$ cat src/rtl/spt_pkg.sv
// ----------------------------------------------------------------------------
// spt_pkg
// Shared widths, codes and types of the sorted pair priority table.
// ----------------------------------------------------------------------------
package spt_pkg;

  localparam int MAX_PAIRS  = 64;
  localparam int IDX_W      = $clog2(MAX_PAIRS);
  localparam int CNT_W      = $clog2(MAX_PAIRS + 1);

  localparam int CPRIO_W    = 32;
  localparam int PRIO_W     = 64;
  localparam int REF_W      = 4;
  localparam int TXH_W      = 32;
  localparam int TXL_W      = 64;
  localparam int RIDX_W     = 6;
  localparam int POS_W      = 6;
  localparam int PCNT_W     = 7;
  localparam int STAT_W     = 2;
  localparam int CFG_IDX_W  = 2;
  localparam int CFG_DATA_W = 7;

  localparam logic KIND_INSERT = 1'b0;
  localparam logic KIND_READ   = 1'b1;

  localparam logic [CFG_IDX_W-1:0] CFG_IS_CONTROLLING = 2'd0;
  localparam logic [CFG_IDX_W-1:0] CFG_PAIR_LIMIT     = 2'd1;

  localparam logic [PCNT_W-1:0] PAIR_LIMIT_RST = 7'd64;

  typedef enum logic [STAT_W-1:0] {
    STAT_OK        = 2'd0,
    STAT_FULL      = 2'd1,
    STAT_BAD_INDEX = 2'd2
  } status_t;

  typedef enum logic {
    ST_IDLE,
    ST_EXEC
  } state_t;

  typedef struct packed {
    logic [PRIO_W-1:0] prio;
    logic [REF_W-1:0]  lref;
    logic [REF_W-1:0]  rref;
    logic [TXH_W-1:0]  txh;
    logic [TXL_W-1:0]  txl;
  } entry_t;

  typedef struct packed {
    logic   ins_en;
    entry_t ent;
  } cell_cmd_t;

endpackage

$ cat src/rtl/spt_prio_calc.sv
// ----------------------------------------------------------------------------
// spt_prio_calc
// Pair priority: min(G,D)*2^32 + 2*max(G,D) + (G > D), modulo 2^64.
// ----------------------------------------------------------------------------
module spt_prio_calc import spt_pkg::*; (
  input  logic               is_controlling,
  input  logic [CPRIO_W-1:0] local_priority,
  input  logic [CPRIO_W-1:0] remote_priority,
  output logic [PRIO_W-1:0]  prio
);

  logic [CPRIO_W-1:0] g;
  logic [CPRIO_W-1:0] d;
  logic [CPRIO_W-1:0] mn;
  logic [CPRIO_W-1:0] mx;
  logic               g_gt_d;

  always_comb begin
    g      = is_controlling ? local_priority : remote_priority;
    d      = is_controlling ? remote_priority : local_priority;
    g_gt_d = (g > d);
    mn     = g_gt_d ? d : g;
    mx     = g_gt_d ? g : d;
    prio   = {mn, {CPRIO_W{1'b0}}} + {{(PRIO_W-CPRIO_W-1){1'b0}}, mx, 1'b0}
           + {{(PRIO_W-1){1'b0}}, g_gt_d};
  end

endmodule

$ cat config.mk
export PLATFORM = sky130hd
export DESIGN_NAME = spt_prio_calc
export DESIGN_NICKNAME = d
export VERILOG_FILES = /design/src/rtl/spt_pkg.sv /design/src/rtl/spt_prio_calc.sv
export SDC_FILE = /design/constraint.sdc
export NUM_CORES = 1
export LEC_CHECK = 0
export BUFFER_PORTS_ARGS = -buffer_cell sky130_fd_sc_hd__buf_2
export CAP_MARGIN = 15
export CORE_UTILIZATION = 48
export DETAILED_ROUTE_END_ITERATION = 12
export PLACE_DENSITY = 0.83
export SLEW_MARGIN = 10
export SYNTH_ARGS = -nofsm -noshare
export SYNTH_HDL_FRONTEND = slang
export SYNTH_SLANG_ARGS = --single-unit
$ cat constraint.sdc
create_clock -name vclk -period 6.07
set_input_delay 0.3035 -clock vclk [all_inputs]
set_output_delay 0.3035 -clock vclk [all_outputs]
set_load 0.05 [all_outputs]
==> results.py, run 1 <==
metrics = {
    "outcome": {
        "status": "finished clean",
    },
    "placed_design": {
        "dp.cells": 744,
        "dpl.hpwl_um": 9390,
        "io_buffers": 129,
        "placed_cell_area_sq_um": 4490,
        "place.gp.congestion": 0.964,
    },
    "timing": {
        "min_period_ns": 5.78,
        "setup_viol": 0,
        "max_freq_mhz": 173,
        "finalCritPeriodShare": 0.952,
        "timing.slew.headroom": 0.389,
        "drv_slew": 0,
        "worst_pin_slew_ns": 0.914,
        "finalHoldViolations": 0,
    },
    "yosys": {
        "syn_inst": 526,
        "ys_warn_count": 0,
        "yosysTopAreaCell": "mux2i_1",
        "synth_cell_types": 55,
        "syn_area_per_cell_sq_um": 6.83,
        "syn_nets": 624,
        "synthTopCellsByArea": "mux2i_1 (15%), ha_1 (11%), a21oi_1 (11%)",
        "syn_area_sq_um": 3590,
        "yosys.area.top_type_share": 0.150,
        "yosysSeqAreaShare": 0,
    },
    "finish": {
        "diodes": 0,
        "fillers": 693,
        "multiInputGateArea_sq_um": 3500,
        "area_delta_synth_final_pct": 27.3,
        "num-clock-buffers": 0,
        "final_area_sq_um": 4570,
        "drive_gt1_frac": 0.312,
        "final_cells": 747,
        "design.seq.count": 0,
        "final_nets": 748,
        "seq_area_sq_um": 0,
    },
    "critical_path": {
        "critPathRequiredTime_ns": 5.77,
        "cp.arrival_ns": 5.48,
        "startpoint_type": "input port",
        "end_kind": "output port",
        "path_max_fanout": 28,
        "setup.worst_path.class": "in2out",
    },
    "global_route": {
        "grt_max_degree": 62,
        "grt_util_all_layers": 0.285,
        "grt_pass1_vias": 4013,
        "grt-ovfl-total": 0,
        "grt_first_pass_wirelength_um": 18300,
        "antenna_found_initial": 0,
    },
    "routing": {
        "num_vias": 4517,
        "via_per_inst": 6.05,
        "wl_met1_um": 5360,
        "drt_first_pass_iters": 5,
        "dr.max_layer_used": "met4",
        "wire_per_inst_um": 15.9,
        "wl_met2_um": 5540,
        "antenna_left": 0,
        "drc": 0,
        "met3_wirelength_um": 768,
        "drt_wl_total_um": 11900,
        "drt_iter0_drc": 296,
    },
    "worst_hold_path": {
        "min_path_type": "in2out",
        "min_to": "prio[31]",
        "hold_depth": 4,
        "min_from": "local_priority[30]",
    },
    "die": {
        "start_util": 0.495,
        "dieHeight_um": 88.5,
        "fp.dieW_um": 88.5,
        "coreArea_sq_um": 7250,
        "rows": 31,
        "die_area_sq_um": 7830,
        "ioPinCount": 129,
    },
    "power_and_ir_drop": {
        "ir_drop_uv": 124,
        "cellPowerDensity_nw_per_um2": 184,
        "p_leak_nw": 2.12,
    },
    "job": {
        "cap_violations": 0,
    },
}
placed cells by master, fill, tap and decap left out, drive strengths merged, types with 2 or more instances in the layout:
| cell | instances |
|---|---|
| nor3 | 13 |
| o22ai | 2 |
| nand2 | 30 |
| nor3b | 2 |
| a2111oi | 4 |
| nor4 | 3 |
| nand4 | 15 |
| a211oi | 6 |
| a21oi | 77 |
| mux2i | 55 |
| nand2b | 5 |
| xor2 | 9 |
| inv | 29 |
| xnor2 | 31 |
| clkbuf | 2 |
| and2 | 6 |
| ha | 33 |
| nor2 | 64 |
| buf | 146 |
| and3 | 8 |
| mux2 | 20 |
| maj3 | 2 |
| or3 | 5 |
| a21bo | 2 |
| nand3b | 11 |
| o21ai | 14 |
| nand3 | 24 |
| a21o | 3 |
| nor2b | 4 |
| o211ai | 3 |
| and4 | 6 |
power breakdown:
part / switching [W] / internal, W / total, W
Sequential: 0 / 0 / 0
Combinational: 0.000604 / 0.000237 / 0.000841
Clock: 0 / 0 / 0
through the flow:
step,utilization,setup WS (ns),setup TNS (ns),total power (W),hold WS [ns]
floorplan,-,-0.121,-0.193,0.000652,0.950
global placement,0.620,0.239,0,0.000813,1.05
detailed placement,0.620,0.0962,0,0.000824,1.07
CTS,0.620,0.0626,0,0.000827,1.07
global route,0.631,-0.0101,-0.0127,0.000897,1.12
finish,0.631,0.290,0,0.000841,1.07
worst max-delay path by stage:
stage / start / slack [ns] / cells after the start / endpoint
after floorplan: is_controlling / -0.12 / 27 / prio[59]
after global placement: is_controlling / 0.24 / 20 / prio[59]
after detailed placement: is_controlling / 0.1 / 21 / prio[59]
after CTS: is_controlling / 0.06 / 21 / prio[59]
after global routing: is_controlling / -0.01 / 24 / prio[62]
final: is_controlling / 0.29 / 24 / prio[62]
cell families (layout without fill, tap and decap cells):
group | count (synthesis) | after routing | share of synthesized area
and+or+nand+nor | 199 | 199 | 0.279
buffers and inverters | 55 | 177 | 0.0735
adders and majority gates | 35 | 35 | 0.121
AOI/OAI and AO/OA | 121 | 121 | 0.206
muxes | 76 | 76 | 0.223
xor gates and xnor gates | 40 | 40 | 0.0975
area by class of cell:
class                      instances  share of cell area
tap                               99              0.0271
multi-input combinational        471               0.766
inverter                          29              0.0238
timing repair buffer             148               0.183
routing by layer:
layer | track usage | up-vias
li1 | - | 2168
met1 | 0.398 | 2121
met2 | 0.478 | 202
met3 | 0.0205 | 26
met4 | 0.0601 | 0
met5 | 0 | -
cells in the mapped netlist, drive strengths merged (8+ instances only):
cell and n:
nor2 64, nand2 30, o21ai 14, ha 33
nand3b 11, a21oi 77, buf 21, mux2i 55
nor3 13, and3 8, xor2 9, xnor2 31
nand4 15, nand3 24, mux2 20, inv 29
worst max-delay path: stages:
cell	delay, ns
buf_8	0.23
buf_16	0.24
mux2i_1	0.33
inv_1	0.17
ha_1	0.32
nand4_1	0.16
or3_1	0.39
a21o_1	0.20
a31oi_4	0.27
o21ai_4	0.13
buf_4	0.16
inv_2	0.23
nor2_1	0.07
a21oi_1	0.14
ha_1	0.20
inv_1	0.09
a211oi_2	0.28
nand4_1	0.19
nor2_2	0.21
nand3_1	0.10
mux2i_1	0.33
o21ai_0	0.22
xor2_2	0.17
buf_2	0.29
what timing repair did:
| action | CTS | global route |
|---|---|---|
| hold buffers | 0 | 0 |
| setup endpoints to repair | 0 | 6 |
| gates resized for setup | 0 | 8 |
| buffers inserted | 0 | 2 |
No activity file was read; power rests on OpenSTA's default activity.
==> inputs of run 2 (changes only) <==
==> constraint.sdc (replaced) <==
create_clock -name vclk -period 6.07
set_input_delay 0.3035 -clock vclk [all_inputs]
set_output_delay 0.3035 -clock vclk [all_outputs]
set_load 0.1 [all_outputs]
==> run 2 against run 1 <==
Final area rose by 8.9%. Critical path depth fell by 4. Total power rose by 54%. Clock-buffer cell count did not move. Flip-flop and latch count did not move. Worst setup slack improved by 0.064 ns. Core utilization rose by 5.6 points. Final cell count rose by 0.40%. Non-clock buffer count rose by 3. Die area did not move. First-iteration DRC count rose by 3.0%. Critical endpoint is now prio[59]. Global-route usage rose by 1.9 points. Largest cell class unchanged.
==> results.py, run 2 (synthesis results as in run 1) <==
metrics = {
    "outcome": {
        "status": "finished clean",
    },
    "placed_design": {
        "io_buffers": 129,
        "place_ws_ns": 0.120,
        "place.gp.congestion": 0.974,
        "dpl.hpwl_um": 9930,
        "dp.cells": 749,
    },
    "global_route": {
        "grt_util_all_layers": 0.304,
        "grt_pass1_vias": 4189,
        "grt_first_pass_wirelength_um": 19400,
        "antenna_found_initial": 0,
        "grt_max_degree": 46,
        "grt-ovfl-total": 0,
    },
    "power_and_ir_drop": {
        "p_leak_nw": 2.26,
        "power_w": 0.00130,
        "cellPowerDensity_nw_per_um2": 261,
        "ir_drop_uv": 183,
    },
    "die": {
        "die_area_sq_um": 7830,
        "ioPinCount": 129,
        "start_util": 0.495,
        "coreArea_sq_um": 7250,
        "dieHeight_um": 88.5,
        "rows": 31,
        "fp.dieW_um": 88.5,
    },
    "timing": {
        "timing.slew.headroom": 0.428,
        "hold_slack_ns": 1.13,
        "max_freq_mhz": 175,
        "setup_viol": 0,
        "min_period_ns": 5.72,
        "finalHoldViolations": 0,
        "finalCritPeriodShare": 0.942,
        "drv_slew": 0,
        "fin_tns_setup_ns": 0,
        "worst_pin_slew_ns": 0.837,
        "fin_ws_ns": 0.354,
    },
    "finish": {
        "design.seq.count": 0,
        "most-common-layout-cells": "buf_2 (105), a21oi_1 (70), nor2_1 (62)",
        "layout_commonest_cell": "buf_2",
        "multiInputGateArea_sq_um": 3580,
        "final_nets": 751,
        "fillers": 632,
        "seq_area_sq_um": 0,
        "drive_gt1_frac": 0.332,
        "diodes": 0,
        "num-clock-buffers": 0,
        "final_cells": 750,
        "area_delta_synth_final_pct": 38.7,
    },
    "critical_path": {
        "path_max_fanout": 28,
        "startpoint_type": "input port",
        "end_kind": "output port",
        "cp.arrival_ns": 5.41,
        "critPathRequiredTime_ns": 5.77,
        "setup.worst_path.class": "in2out",
    },
    "routing": {
        "drt_wl_total_um": 12200,
        "drt_iter0_drc": 305,
        "drt_first_pass_iters": 5,
        "via_per_inst": 6.08,
        "antenna_left": 0,
        "wire_per_inst_um": 16.3,
        "drc": 0,
        "num_vias": 4558,
    },
    "clocking": {
        "holdBufCountCts": 0,
    },
    "job": {
        "cap_violations": 0,
    },
    "worst_hold_path": {
        "min_path_type": "in2out",
        "hold_depth": 4,
    },
}
==> run 2: layout make-up <==
class                           count  area share
Timing Repair Buffer              151       0.234
Multi-Input combinational cell    471       0.719
Inverter                           29      0.0218
Tap cell                           99      0.0249
==> run 2: final timing paths <==
path | from | to | slack [ns]
setup / recovery | is_controlling | prio[59] | 0.35
hold / removal | remote_priority[4] | prio[36] | 1.13
==> run 2: where the power goes <==
part | switching (W) | internal, W | total, W
Clock | 0 | 0 | 0
Combinational | 0.000965 | 0.000334 | 0.00130
Sequential | 0 | 0 | 0
==> run 2: worst max-delay path: stages <==
cell and delay [ns]:
buf_6 0.27, mux2_2 0.44, ha_1 0.34, a21oi_1 0.18, o21ai_0 0.11, a221o_1 0.39, a2111o_1 0.51, o21ai_4 0.24
nor2_1 0.06, a21oi_1 0.12, ha_1 0.25, inv_1 0.11, a2111oi_4 0.46, nand4_1 0.28, nor2_4 0.24, o2111ai_2 0.22
a211oi_2 0.27, mux2i_1 0.14, nor3b_4 0.23, buf_12 0.20
==> run 2: metal layers <==
metal  up-vias  GRT usage  share of wire
li1       2174          -              -
met2       248      0.538           0.48
met1      2110      0.406           0.43
met3        26     0.0224          0.075
met5         -          0              0
met4         0     0.0601          0.020
==> run 2: stage by stage <==
stage               area [sq um]  utilization
floorplan                   3870            -
detailed placement          4950        0.683
global route                4980        0.687
global placement            4950        0.683
CTS                         4950        0.683
finish                      4980        0.687
==> run 2: timing repair <==
item / 4_1_cts / 5_1_grt
hold endpoints to repair: 0 / 0
resized for setup: 0 / 6
buffers inserted: 0 / 1
setup endpoints to repair: 0 / 6
