**src/rtl/spt_pkg.sv**
```systemverilog
// ----------------------------------------------------------------------------
// spt_pkg
// Shared widths, codes and types of the sorted pair priority table.
// ----------------------------------------------------------------------------
package spt_pkg;

  localparam int MAX_PAIRS  = 64;
  localparam int IDX_W      = $clog2(MAX_PAIRS);
  localparam int CNT_W      = $clog2(MAX_PAIRS + 1);

  localparam int CPRIO_W    = 32;
  localparam int PRIO_W     = 64;
  localparam int REF_W      = 4;
  localparam int TXH_W      = 32;
  localparam int TXL_W      = 64;
  localparam int RIDX_W     = 6;
  localparam int POS_W      = 6;
  localparam int PCNT_W     = 7;
  localparam int STAT_W     = 2;
  localparam int CFG_IDX_W  = 2;
  localparam int CFG_DATA_W = 7;

  localparam logic KIND_INSERT = 1'b0;
  localparam logic KIND_READ   = 1'b1;

  localparam logic [CFG_IDX_W-1:0] CFG_IS_CONTROLLING = 2'd0;
  localparam logic [CFG_IDX_W-1:0] CFG_PAIR_LIMIT     = 2'd1;

  localparam logic [PCNT_W-1:0] PAIR_LIMIT_RST = 7'd64;

  typedef enum logic [STAT_W-1:0] {
    STAT_OK        = 2'd0,
    STAT_FULL      = 2'd1,
    STAT_BAD_INDEX = 2'd2
  } status_t;

  typedef enum logic {
    ST_IDLE,
    ST_EXEC
  } state_t;

  typedef struct packed {
    logic [PRIO_W-1:0] prio;
    logic [REF_W-1:0]  lref;
    logic [REF_W-1:0]  rref;
    logic [TXH_W-1:0]  txh;
    logic [TXL_W-1:0]  txl;
  } entry_t;

  typedef struct packed {
    logic   ins_en;
    entry_t ent;
  } cell_cmd_t;

endpackage

```
**src/rtl/spt_cell.sv**
```systemverilog
// ----------------------------------------------------------------------------
// spt_cell
// One table slot: compare against the new pair, then take the new pair or
// the left neighbor's entry.
// ----------------------------------------------------------------------------
module spt_cell import spt_pkg::*; (
  input  logic      clk,
  input  cell_cmd_t cmd,
  input  logic      occupied,
  input  logic      left_go,
  input  entry_t    left_ent,
  output logic      go,
  output entry_t    ent
);

  entry_t ent_r;
  entry_t ent_nxt;

  assign go  = !occupied || (cmd.ent.prio >= ent_r.prio);
  assign ent = ent_r;

  always_comb begin
    ent_nxt = ent_r;
    if (cmd.ins_en && go) begin
      ent_nxt = left_go ? left_ent : cmd.ent;
    end
  end

  always_ff @(posedge clk) begin
    ent_r <= ent_nxt;
  end

endmodule

```
**config.mk**
```make
export PLATFORM = sky130hd
export DESIGN_NAME = spt_cell
export DESIGN_NICKNAME = d
export VERILOG_FILES = /design/src/rtl/spt_pkg.sv /design/src/rtl/spt_cell.sv
export SDC_FILE = /design/constraint.sdc
export NUM_CORES = 1
export LEC_CHECK = 0
export ABC_AREA = 0
export BUFFER_PORTS_ARGS = -buffer_cell sky130_fd_sc_hd__buf_4
export CORE_AREA = 2 2 196 198
export DETAILED_ROUTE_END_ITERATION = 10
export DIE_AREA = 0 0 198 200
export HOLD_SLACK_MARGIN = 0.08
export MAX_ROUTING_LAYER = met4
export SLEW_MARGIN = 15
export SYNTH_ARGS = -nofsm -noshare
export SYNTH_HDL_FRONTEND = slang
export SYNTH_SLANG_ARGS = --single-unit
```
**constraint.sdc**
```tcl
create_clock -name clk -period 14.35 [get_ports clk]
set_input_delay 2.87 -clock clk [delete_from_list [all_inputs] [get_ports clk]]
set_output_delay 2.87 -clock clk [all_outputs]
set_load 0.005 [all_outputs]
```
==> reports/qor.csv, run 1 <==
stage,metric,value,unit
logic_synthesis,ys_warn_count,0,
critical_path,timing.rr.start,ent[155],
logic_synthesis,syn_nets,986,
critical_path,cp_cell_sequence,buf_4 > inv_1 > ha_1 > nand2b_1 > a2111oi_0 > o32ai_1 > o41ai_1 > nand4_1 > buf_4,
route,vias,6772,
logic_synthesis,postSynth.asyncResetShare,0,%
logic_synthesis,syn-instance-count,582,
sta,period_needed,8170,ps
global_route,grt_pass1_vias,7321,
critical_path,cp_num_buf_inv,3,
place,place.gp.congestion,0.791,
critical_path,path_class,input port to primary output,
final_layout,nets,1498,
floorplan,die_width,198,um
sta,rsz0062_at_grt,false,
final_layout,area_delta_synth_final,57.5,%
power_and_ir_drop,comb_power_share,19.5,%
logic_synthesis,ys_seq_area_share,58.1,%
critical_path,cp.arrival,5300,ps
clocking,clock_latency,440,ps
sta,tightest_slew,1070,ps
logic_synthesis,ys.flop_type,edfxtp_1,
logic_synthesis,synth.distinct_cells,32,
route,drtPass1Iterations,4,
global_route,grt_use_total,16.3,%
logic_synthesis,synth_top_family_by_area,multiplexers,
route,viasPerCell,4.18,
power_and_ir_drop,p_int,1000,uW
logic_synthesis,synth_compound_gate_area_share,3.75,%
logic_synthesis,synth_area_leaders,"edfxtp_1 58%, mux2_2 22%, ha_1 9.2%",
critical_path,r2r_end,ent[45],
sta,hold_viol_final,0,
global_route,grt_antenna_before_repair,4,
route,wire_per_inst,19.9,um
power_and_ir_drop,p_switching,332,uW
clocking,cts_setup_buffers,0,
floorplan,dieHeight,200,um
power_and_ir_drop,seqPwrFrac,45.3,%
outcome,status,"finished, final reports clean",
logic_synthesis,yosys_register_bits,168,
clocking,ctsRootBufferMaster,clkbuf_16,
critical_path,cp_common_cell,buf_4,
critical_path,cp.required,11480,ps
power_and_ir_drop,p_leak,0.00605,uW
floorplan,die_area,39600,um2
final_layout,drive_gt1_share,64.2,%
final_layout,fin_util,36.5,%
place,hpwl,26000,um
clocking,clock_sinks,168,
clocking,cts_tree,built,
place,portBuffers,508,
clocking,cts_resized,0,
sta,setup_viol,0,
route,drc,0,
critical_path,crit_path_max_incr_delay,750,ps
route,postRouteWirelength,32200,um
sta,fmax,122,MHz
logic_synthesis,synth_mux_area_share,21.7,%
critical_path,startpoint,cmd[104],
route,drt_iter0_drc,192,
critical_path,path_depth,9,
floorplan,ioPinCount,509,
critical_path,cp_top_family,compound AO/OA/AOI/OAI gates,
global_route,grt_pass1_wl,45000,um
critical_path,cp-endpoint,go,
global_route,grt_max_degree,108,
power_and_ir_drop,ir_drop,0.0000802,V
clocking,cts_hold_buffers,0,
logic_synthesis,yosys.area.top_type_share,58.1,%
critical_path,cp_max_fo,2,
clocking,clock_path_buffers,2,
clocking,htreeDepth,4,
route,ant_nets,0,
logic_synthesis,synth_area,8680,um2
critical_path,endpoint_kind,primary output,
run,drv_cap,0,
power_and_ir_drop,p_sw_share,24.9,%
floorplan,coreArea,37400,um2
final_layout,largest_reg_flops,168,
floorplan,initial_core_util,23.2,%
hold_path,hp-class,register to register,
logic_synthesis,synth_xor_xnor_area_share,0,%
logic_synthesis,synth_area_leader_cell,edfxtp_1,
critical_path,ff2ff_path_depth,9,
critical_path,crit_slowest_cell,o41ai_1,
sta,final.period_utilization,56.9,%
clocking,clkTransAtPathRegs,70,ps
sta,relSlewSlack,28.4,%
power_and_ir_drop,power_frac_clock,35.3,%
sta,setup_tns,0,ps
logic_synthesis,synth-adder-area-share,9.23,%
global_route,grt_overflow,0,
power_and_ir_drop,powerDensity,97.6,nW/um2
logic_synthesis,synth_area_per_cell,14.9,um2
critical_path,ff2ff_setup_slack,10340,ps
critical_path,cp-start-kind,input port,
logic_synthesis,yosys.area_share.simple,3.36,%
logic_synthesis,synth_edf_count,168,
sta,drv_slew,0,
clocking,numCtsBuffers,17,
floorplan,num_rows,71,
sta,finClkSkew,11.0,ps
[synth_stat cells (7+ instances only)]
master and instances:
and4_1 8, a21oi_1 23, ha_1 64, o21ai_0 9, inv_1 66, mux2_2 167
edfxtp_1 168, nand2_1 12, nand4_1 7, clkbuf_1 7, buf_2 12
[per-stage QoR]
step	setup WS (ps)	instance area [um2]	cells	power (uW)	hold WS (ps)
CTS	6050	13700	1618	1350	1720
floorplan	660	8680	582	725	3060
global placement	6070	13100	1586	874	1710
global route	5930	13700	1621	1390	1820
finish	6180	13700	1621	1330	1700
detailed placement	6050	13100	1586	878	1720
[logic make-up (layout without fill, tap and decap cells)]
kind of cell / after synthesis / count (layout)
AOI/OAI and AO/OA: 51 / 51
adders and majority gates: 64 / 64
buffers and inverters: 85 / 610
DFF: 168 / 168
muxes: 167 / 167
other: 0 / 3
and+or+nand+nor: 47 / 47
[how the worst min path moves through the flow]
stage / startpoint / to / slack, ps / cells after the start
after floorplan: left_ent[104] / ent[104] / 3060 / 2
after global placement: ent[125] / ent[164] / 1710 / 8
after detailed placement: ent[125] / ent[164] / 1720 / 8
after CTS: ent[125] / ent[164] / 1720 / 8
after global routing: ent[136] / ent[138] / 1820 / 7
final: ent[125] / ent[164] / 1700 / 8
[power groups by stage]
stage          logic (uW)  registers (uW)  clock network [uW]
2_1_floorplan        93.8             631                   0
3_3_place_gp          261             613                   0
3_5_place_dp          264             614                   0
4_1_cts               264             604                 485
5_1_grt               286             608                 498
6_report              259             604                 470
[layer usage]
| layer | global-route usage, % | up-vias | wire, um |
|---|---|---|---|
| met1 | 17.3 | 3206 | 12300 |
| met3 | 6.07 | 33 | 2770 |
| met4 | 6.07 | 0 | 764 |
| li1 | - | 3232 | - |
| met5 | - | - | 0 |
| met2 | 27.7 | 301 | 16400 |
[tightest hold or removal path, delay by kind of cell, from the launching register on]
family                   cells  cell delay [ps]
buffers and inverters        2              340
AND/OR/NAND/NOR              1               90
adder cells (fa/ha/maj)      1              170
AO/OA/AOI/OAI                4              530
flip-flops                   1              340
[final cells by class]
type	instances	area, um2
fill	3679	23700
clock buffer	22	444
inverter	66	248
tap	511	639
timing repair buffer	512	3850
clock inverter	10	119
sequential	168	5040
antenna	3	7.51
multi-input combinational	329	3320
[placed cells by master (no fill, tap or decap), types with 2 or more instances in the layout]
master	synthesis	routed
a21o_1	6	6
a21oi_1	23	23
a221o_1	4	4
and2_1	2	2
and4_1	8	8
and4_4	2	2
buf_4	0	511
bufinv_16	0	2
clkbuf_1	7	5
clkbuf_16	0	17
clkinvlp_4	0	5
diode_2	0	3
edfxtp_1	168	168
ha_1	64	64
inv_1	66	66
inv_6	0	2
mux2_2	167	167
nand2_1	12	12
nand2b_1	2	2
nand3_1	6	6
nand4_1	7	7
nor2_1	2	2
o21ai_0	9	9
or3_1	2	2
Note: power is estimated with default switching activity, not from simulation.
==> inputs of run 2 (changes only) <==
Settings changed: ABC_AREA 0 to 1, CORE_AREA 2 2 196 198 to 2 2 198 200, DIE_AREA 0 0 198 200 to 0 0 200 202.
Clock period 14.35 ns to 7.5 ns, I/O delays scaled along.
==> run 2 against run 1 <==
- utilization decreased by 0.41 points
- sequential power increased by 92%
- sequential share of layout area is 0.45 points lower
- setup slack got worse by 3500 ps
==> reports/qor.csv, run 2 <==
stage,metric,value,unit,change
power_and_ir_drop,ir_drop,0.000165,V,+110%
logic_synthesis,ys_warn_count,0,,unchanged
global_route,grt_pass1_wl,42500,um,-5.7%
global_route,grt_pass1_vias,7350,,+0.40%
sta,fmax,208,MHz,
logic_synthesis,synth_area_per_cell,13.8,um2,-7.4%
critical_path,cp_num_buf_inv,2,,-1
critical_path,cp.arrival,3300,ps,-2000 ps
floorplan,die_width,200,um,+1.0%
clocking,clock_path_buffers,2,,unchanged
logic_synthesis,synth_area_leader_cell,edfxtp_1,,
place,portBuffers,508,,unchanged
place,place.gp.congestion,0.814,,+2.9%
route,viasPerCell,4.08,,-2.4%
run,drv_cap,0,,unchanged
sta,rsz0062_at_grt,false,,
route,ant_nets,0,,unchanged
clocking,cts_tree,built,,
critical_path,cp_top_family,simple AND/OR/NAND/NOR gates,,
final_layout,area_delta_synth_final,55.9,%,
floorplan,num_rows,72,,+1.4%
sta,worst_slack,2700,ps,-3490 ps
logic_synthesis,synth_area_leaders,"edfxtp_1 57%, mux2_1 13%, ha_1 9.0%",,
global_route,grt_max_degree,120,,+11%
final_layout,final_cell_mix,"508 x buf_4, 168 x edfxtp_1, 101 x mux2_1, 78 x inv_1, 70 x nand2_1",,
logic_synthesis,syn_nets,1047,,+6.2%
route,postRouteWirelength,29600,um,-8.1%
clocking,ctsRootBufferMaster,clkbuf_16,,
sta,drv_slew,0,,unchanged
route,drtPass1Iterations,4,,unchanged
final_layout,nFillCells,3822,,+3.9%
logic_synthesis,yosys_register_bits,168,,unchanged
route,drt_iter0_drc,221,,+15%
outcome,status,"finished, final reports clean",,
route,vias,6873,,+1.5%
critical_path,path_class,input port to primary output,,
clocking,cts_hold_buffers,0,,unchanged
final_layout,final_common_cell,buf_4,,
sta,period_needed,4800,ps,
clocking,clock_sinks,168,,unchanged
sta,hold_viol_final,0,,unchanged
floorplan,coreArea,38300,um2,+2.4%
logic_synthesis,ys.flop_type,edfxtp_1,,
critical_path,cp.required,6000,ps,-5480 ps
sta,setup_viol,0,,unchanged
route,drc,0,,unchanged
critical_path,cp-start-kind,input port,,
place,place_inst,1653,,+4.2%
critical_path,cp_common_cell,nand2_1,,
critical_path,endpoint_kind,primary output,,
place,dp_slack,2620,ps,-3420 ps
logic_synthesis,ys_top_cells_by_count,"168 x edfxtp_1, 101 x mux2_1, 78 x inv_1",,
global_route,grt_use_total,14.9,%,-1.4 points
clocking,numCtsBuffers,17,,unchanged
final_layout,nets,1558,,+4.0%
sta,tightest_slew,833,ps,-242 ps
logic_synthesis,syn-instance-count,643,,+10%
sta,final.period_utilization,64.0,%,
final_layout,largest_reg_flops,168,,unchanged
clocking,clock_latency,460,ps,+20 ps
sta,setup_tns,0,ps,unchanged
final_layout,instances_no_fill,1685,,+3.9%
final_layout,drive_gt1_share,52.7,%,-11 points
clocking,htreeDepth,4,,unchanged
route,wire_per_inst,17.6,um,-12%
sta,finClkSkew,15.2,ps,+4.17 ps
global_route,grt_antenna_before_repair,3,,-1
clocking,cts_setup_buffers,0,,unchanged
floorplan,dieHeight,202,um,+1.0%
floorplan,die_area,40400,um2,+2.0%
floorplan,ioPinCount,509,,unchanged
place,hpwl,23700,um,-9.0%
clocking,clkTransAtPathRegs,70,ps,about the same
critical_path,cp_max_fo,3,,+1
critical_path,crit_path_max_incr_delay,330,ps,-420 ps
power_and_ir_drop,p_leak,0.00623,uW,+3.0%
clocking,cts_resized,0,,unchanged
logic_synthesis,yosys.area.top_type_share,56.8,%,-1.3 points
logic_synthesis,postSynth.asyncResetShare,0,%,unchanged
floorplan,initial_core_util,23.2,%,about the same
critical_path,crit_slowest_cell,ha_1,,
logic_synthesis,synth_edf_count,168,,unchanged
sta,hold_ws,1320,ps,-378 ps
logic_synthesis,synth.most_common_cell,edfxtp_1,,
sta,relSlewSlack,44.5,%,+16 points
hold_path,hp-class,input port to register,,
critical_path,cp_cell_sequence,buf_4 > ha_1 > a21oi_1 > o21ai_0 > nand2_1 > nand2_1 > nor2_1 > nand2_1 > nor2_1 > nand2_1 > buf_4,,
global_route,grt_overflow,0,,unchanged
logic_synthesis,synth_area,8870,um2,+2.3%
logic_synthesis,ys_seq_area_share,56.8,%,-1.3 points
power_and_ir_drop,powerDensity,188,nW/um2,+93%
logic_synthesis,synth.distinct_cells,26,,-19%
run 2: changes by cell type after synthesis, moves of 8 or more:
cell,before,now
inv_1,66,78
buf_6,0,12
nand2_1,12,70
mux2_2,167,66
mux2_1,0,101
nor2_1,2,22
and4_1,8,0
run 2: layout make-up:
class	instances	area [um2]	share of cell area (%)
antenna	1	2.50	0.0181
clock buffer	19	433	3.13
clock inverter	12	176	1.28
timing repair buffer	511	3860	27.9
tap	518	648	4.68
sequential	168	5040	36.5
multi-input combinational	377	3370	24.3
inverter	79	297	2.14
run 2: per-stage QoR:
stage / instance area [um2] / utilization, % / power, uW
final: 13800 / 36.1 / 2600
after global routing: 13800 / 36.1 / 2730
after CTS: 13800 / 36.1 / 2650
after detailed placement: 13200 / 34.5 / 1680
after global placement: 13200 / 34.5 / 1670
after floorplan: 8880 / - / 1370
run 2: worst reg2reg max path: cells and delay by family (launching register included):
kind                       cells  cell delay (ps)
and+or+nand+nor                4              920
buffers and inverters          2              480
DFF                            1              400
adders and majority gates      1              280
AOI/OAI and AO/OA              1              190
run 2: logic make-up (layout without fill, tap and decap cells):
logic type	Yosys count	count (layout)	share of synthesized area, %
flops	168	168	56.8
other cells	0	1	0
fa+ha+maj	64	64	9.02
buf+inv	98	621	5.29
mux	167	167	21.2
compound gates	36	36	2.19
simple gates	110	110	5.47
run 2: power breakdown:
part           total [uW]  leakage (uW)  internal, uW  switching (uW)
clock                 955      0.000285           555             400
combinational         491       0.00434           286             206
sequential           1160       0.00160          1130            27.4
total                2600       0.00623          1970             633
run 2: final timing paths:
kind,start,endpoint,slack (ps),cells after the start
setup / recovery,cmd[163],go,2700,11
hold / removal,cmd[65],ent[65],1320,2
setup reg to reg,ent[160],ent[99],4610,8
hold reg to reg,ent[136],ent[151],1570,7
run 2: metal layers:
metal	global-route usage, %	share of wire [%]	vias up
met3	5.66	9.2	50
met4	5.95	2.9	0
li1	-	-	3336
met1	15.6	38	3180
met5	-	0	-
met2	25.1	50	307
